[config.mk]
export PLATFORM = sky130hd
export DESIGN_NAME = gra_ram
export DESIGN_NICKNAME = d
export VERILOG_FILES = /design/src/design/gra_ram.sv
export SDC_FILE = /design/constraint.sdc
export NUM_CORES = 1
export LEC_CHECK = 0
export BUFFER_PORTS_ARGS = -buffer_cell sky130_fd_sc_hd__buf_2
export CAP_MARGIN = 5
export CORE_ASPECT_RATIO = 0.6
export CORE_MARGIN = 5
export CORE_UTILIZATION = 60
export CTS_CLUSTER_DIAMETER = 50
export DETAILED_ROUTE_END_ITERATION = 12
export PLACE_DENSITY = 0.81
export REMOVE_ABC_BUFFERS = 1
export SLEW_MARGIN = 20
export SYNTH_ARGS = -nofsm -noshare
export SYNTH_HDL_FRONTEND = slang
export SYNTH_SLANG_ARGS = --single-unit
[constraint.sdc]
create_clock -name clock -period 2.03 [get_ports clock]
set_clock_uncertainty 0.05 [all_clocks]
set_input_delay 0.203 -clock clock [delete_from_list [all_inputs] [get_ports clock]]
set_output_delay 0.203 -clock clock [all_outputs]
set_load 0.05 [all_outputs]
[src/design/gra_ram.sv]
module gra_ram #(
   parameter int WIDTH = 8,
   parameter int DEPTH = 16,
   localparam int ADDR_WIDTH = $clog2(DEPTH)
) (
   input  logic                  clock,
   input  logic                  wr_en,
   input  logic [ADDR_WIDTH-1:0] wr_addr,
   input  logic [WIDTH-1:0]      wr_data,
   input  logic                  rd_en,
   input  logic [ADDR_WIDTH-1:0] rd_addr,
   output logic [WIDTH-1:0]      rd_data
);

   logic [WIDTH-1:0] mem [DEPTH];
   logic [WIDTH-1:0] rd_data_ff;

   always_ff @(posedge clock) begin
      if (wr_en) begin
         mem[wr_addr] <= wr_data;
      end
      if (rd_en) begin
         rd_data_ff <= mem[rd_addr];
      end
   end

   assign rd_data = rd_data_ff;

endmodule

==> results.cfg <==
[grt]
grt_pass1_wl_microns = 15420
grt_max_degree = 33
grt_antenna_before_repair = 0
grtUsageTotal_pct = 21.20
grt_overflow_total = 0
grt_pass1_vias = 2668

[critical_path]
r2r_start = mem[9][3]
crit_fanout = 1
cp-start-kind = flop
rr_worst_depth = 3
required_ns = 2.13
startpoint = mem[9][3]
path_class = flop to flop
worstPathArrival_ns = 1.60
critPathCaptureType = flop

[power]
power_density_nw_per_um2 = 1012
peakVddDrop_mv = 0.8311
power.total_mw = 6.152
leakagePower_nw = 2.064

[sta]
period_minus_slack_ns = 1.494
relSlewSlack_pct = 46.99
final_max_slew_viol_count = 0
max_freq_mhz = 669.2
worst_pin_slew_ns = 0.7922
tns_ns = 0
hold_viol_final = 0
setup_viol = 0
finalCritPeriodShare_pct = 73.61
rsz0062_at_grt = false

[die]
die_x_microns = 130.5
start_util_pct = 61.57
core_sq_um = 8491
die-area_sq_um = 10740
ios = 27
num_rows = 26
die_h_microns = 82.30

[placed_design]
io_buffers = 26
place.gp.congestion = 0.7615
post-dp-hpwl_microns = 6160

[yosys]
syn_inst = 229
ys_seq_area_share_pct = 78.12
ys_ff_latch = 136
synth.avg_cell_area_sq_um = 22.83
synth_area_sq_um = 5228
ys_warn_count = 0
ys_types = 18

[clock_network]
cts_tree = yes
cts_setup_buffers = 0
clockBufferDepth = 2
cts_resized = 0
htreeDepth = 4
cts_root_buf = clkbuf_16
clock_latency_ns = 0.41
cts_buffers = 17
clkTransAtPathRegs_ns = 0.05
clock-sinks = 136
holdBufCountCts = 0

[drt]
antenna_left = 0
drt-total-wl_microns = 9766
vias = 2469
route.detailed.drc = 0
dr.pass1.iters = 5
routed_via_density = 6.081
wire_per_inst_microns = 24.05
drt_iter0_drc = 268

[outcome]
status = finished, final reports clean

[flow_run]
maxCapViolations = 0

[layout]
syn2layout_area_growth_pct = 16.35
nets = 302
antenna_cells = 0
drive_above_1_share_pct = 28.57

[min_path]
hp-class = primary input to flop
hold_depth = 1
min_from = wr_data[2]
## through the flow
| stage | area [sq um] | instances | hold WS, ns | util [%] | setup WS [ns] |
|---|---|---|---|---|---|
| 2_1_floorplan | 5141 | 219 | 0.2519 | - | 0.2841 |
| 3_3_place_gp | 5579 | 376 | 0.5324 | 65.71 | 0.2302 |
| 3_5_place_dp | 5579 | 376 | 0.5476 | 65.71 | 0.1781 |
| 4_1_cts | 6082 | 406 | 0.1082 | 71.63 | 0.5053 |
| 5_1_grt | 6082 | 406 | 0.1168 | 71.63 | 0.4858 |
| 6_report | 6082 | 406 | 0.1249 | 71.63 | 0.5358 |
## sequential cells by signal, indices dropped and copies added, names as in the netlist
| register | cells |
|---|---|
| mem | 128 |
| rd_data | 8 |
## critical path, cell delays in order, from the launching register on
cell and delay (ns):
edfxtp_1 0.35, mux4_1 0.51, a22oi_1 0.26, nand2_1 0.07
## layout by cell type (no fill, tap or decap), drive strengths merged, types with 4 or more instances in the layout
cell type,count
nor2,13
nand2,9
a22oi,16
edfxtp,136
clkbuf,23
mux4,32
clkinv,6
nor3,4
buf,45
## layout make-up
cell class	count	area, sq um
flip-flops and latches	136	4084
well taps	112	140.1
clock buffers	23	447.9
repair buffers	45	297.8
clock inverters	7	55.05
fillers	497	2409
multi-input cells	83	1057
## per-layer routing
layer / track usage (%) / vias up / part of all wire [%] / wire length, microns
met5: 0 / - / 0 / 0
met4: 7.084 / 0 / 0.99 / 97
met3: 7.712 / 9 / 11 / 1113
met2: 30.93 / 115 / 46 / 4451
met1: 30.28 / 1257 / 42 / 4103
li1: - / 1088 / - / -
## power breakdown
group / internal, mW / switching (mW) / leakage, nW / total, mW
combinational: 0.124 / 0.204 / 0.583 / 0.328
sequential: 3.17 / 0.0166 / 1.24 / 3.18
clock: 1.64 / 0.997 / 0.245 / 2.64
## Yosys cell counts
master	instances	area share, %
mux4_2	18	7.8
nor2_1	13	0.93
or3b_2	1	0.17
nor3_1	4	0.38
nand3b_1	2	0.29
nand2b_1	2	0.24
a22oi_1	16	2.3
buf_6	3	0.65
buf_4	1	0.14
nand2_1	9	0.65
buf_2	3	0.29
nand3_1	1	0.096
nor2b_1	1	0.12
edfxtp_1	136	78
and2b_1	1	0.14
mux4_1	14	7.0
clkdlybuf4s25_2	3	0.57
and2_1	1	0.12
## worst paths after layout
kind	to	slack, ns
worst min-delay path	mem[4][2]	0.12
worst min register to register	rd_data[3]	0.70
worst max-delay path	rd_data[3]	0.54
worst max register to register	rd_data[3]	0.54
## cell families (layout without fill, tap and decap cells)
family	after synthesis	after routing	synth area share [%]
AOI/OAI and AO/OA	16	16	2.298
buffers and inverters	10	75	1.651
DFF	136	136	78.12
muxes	32	32	14.79
and+or+nand+nor	35	35	3.136
(Power assumes the default switching activity.)
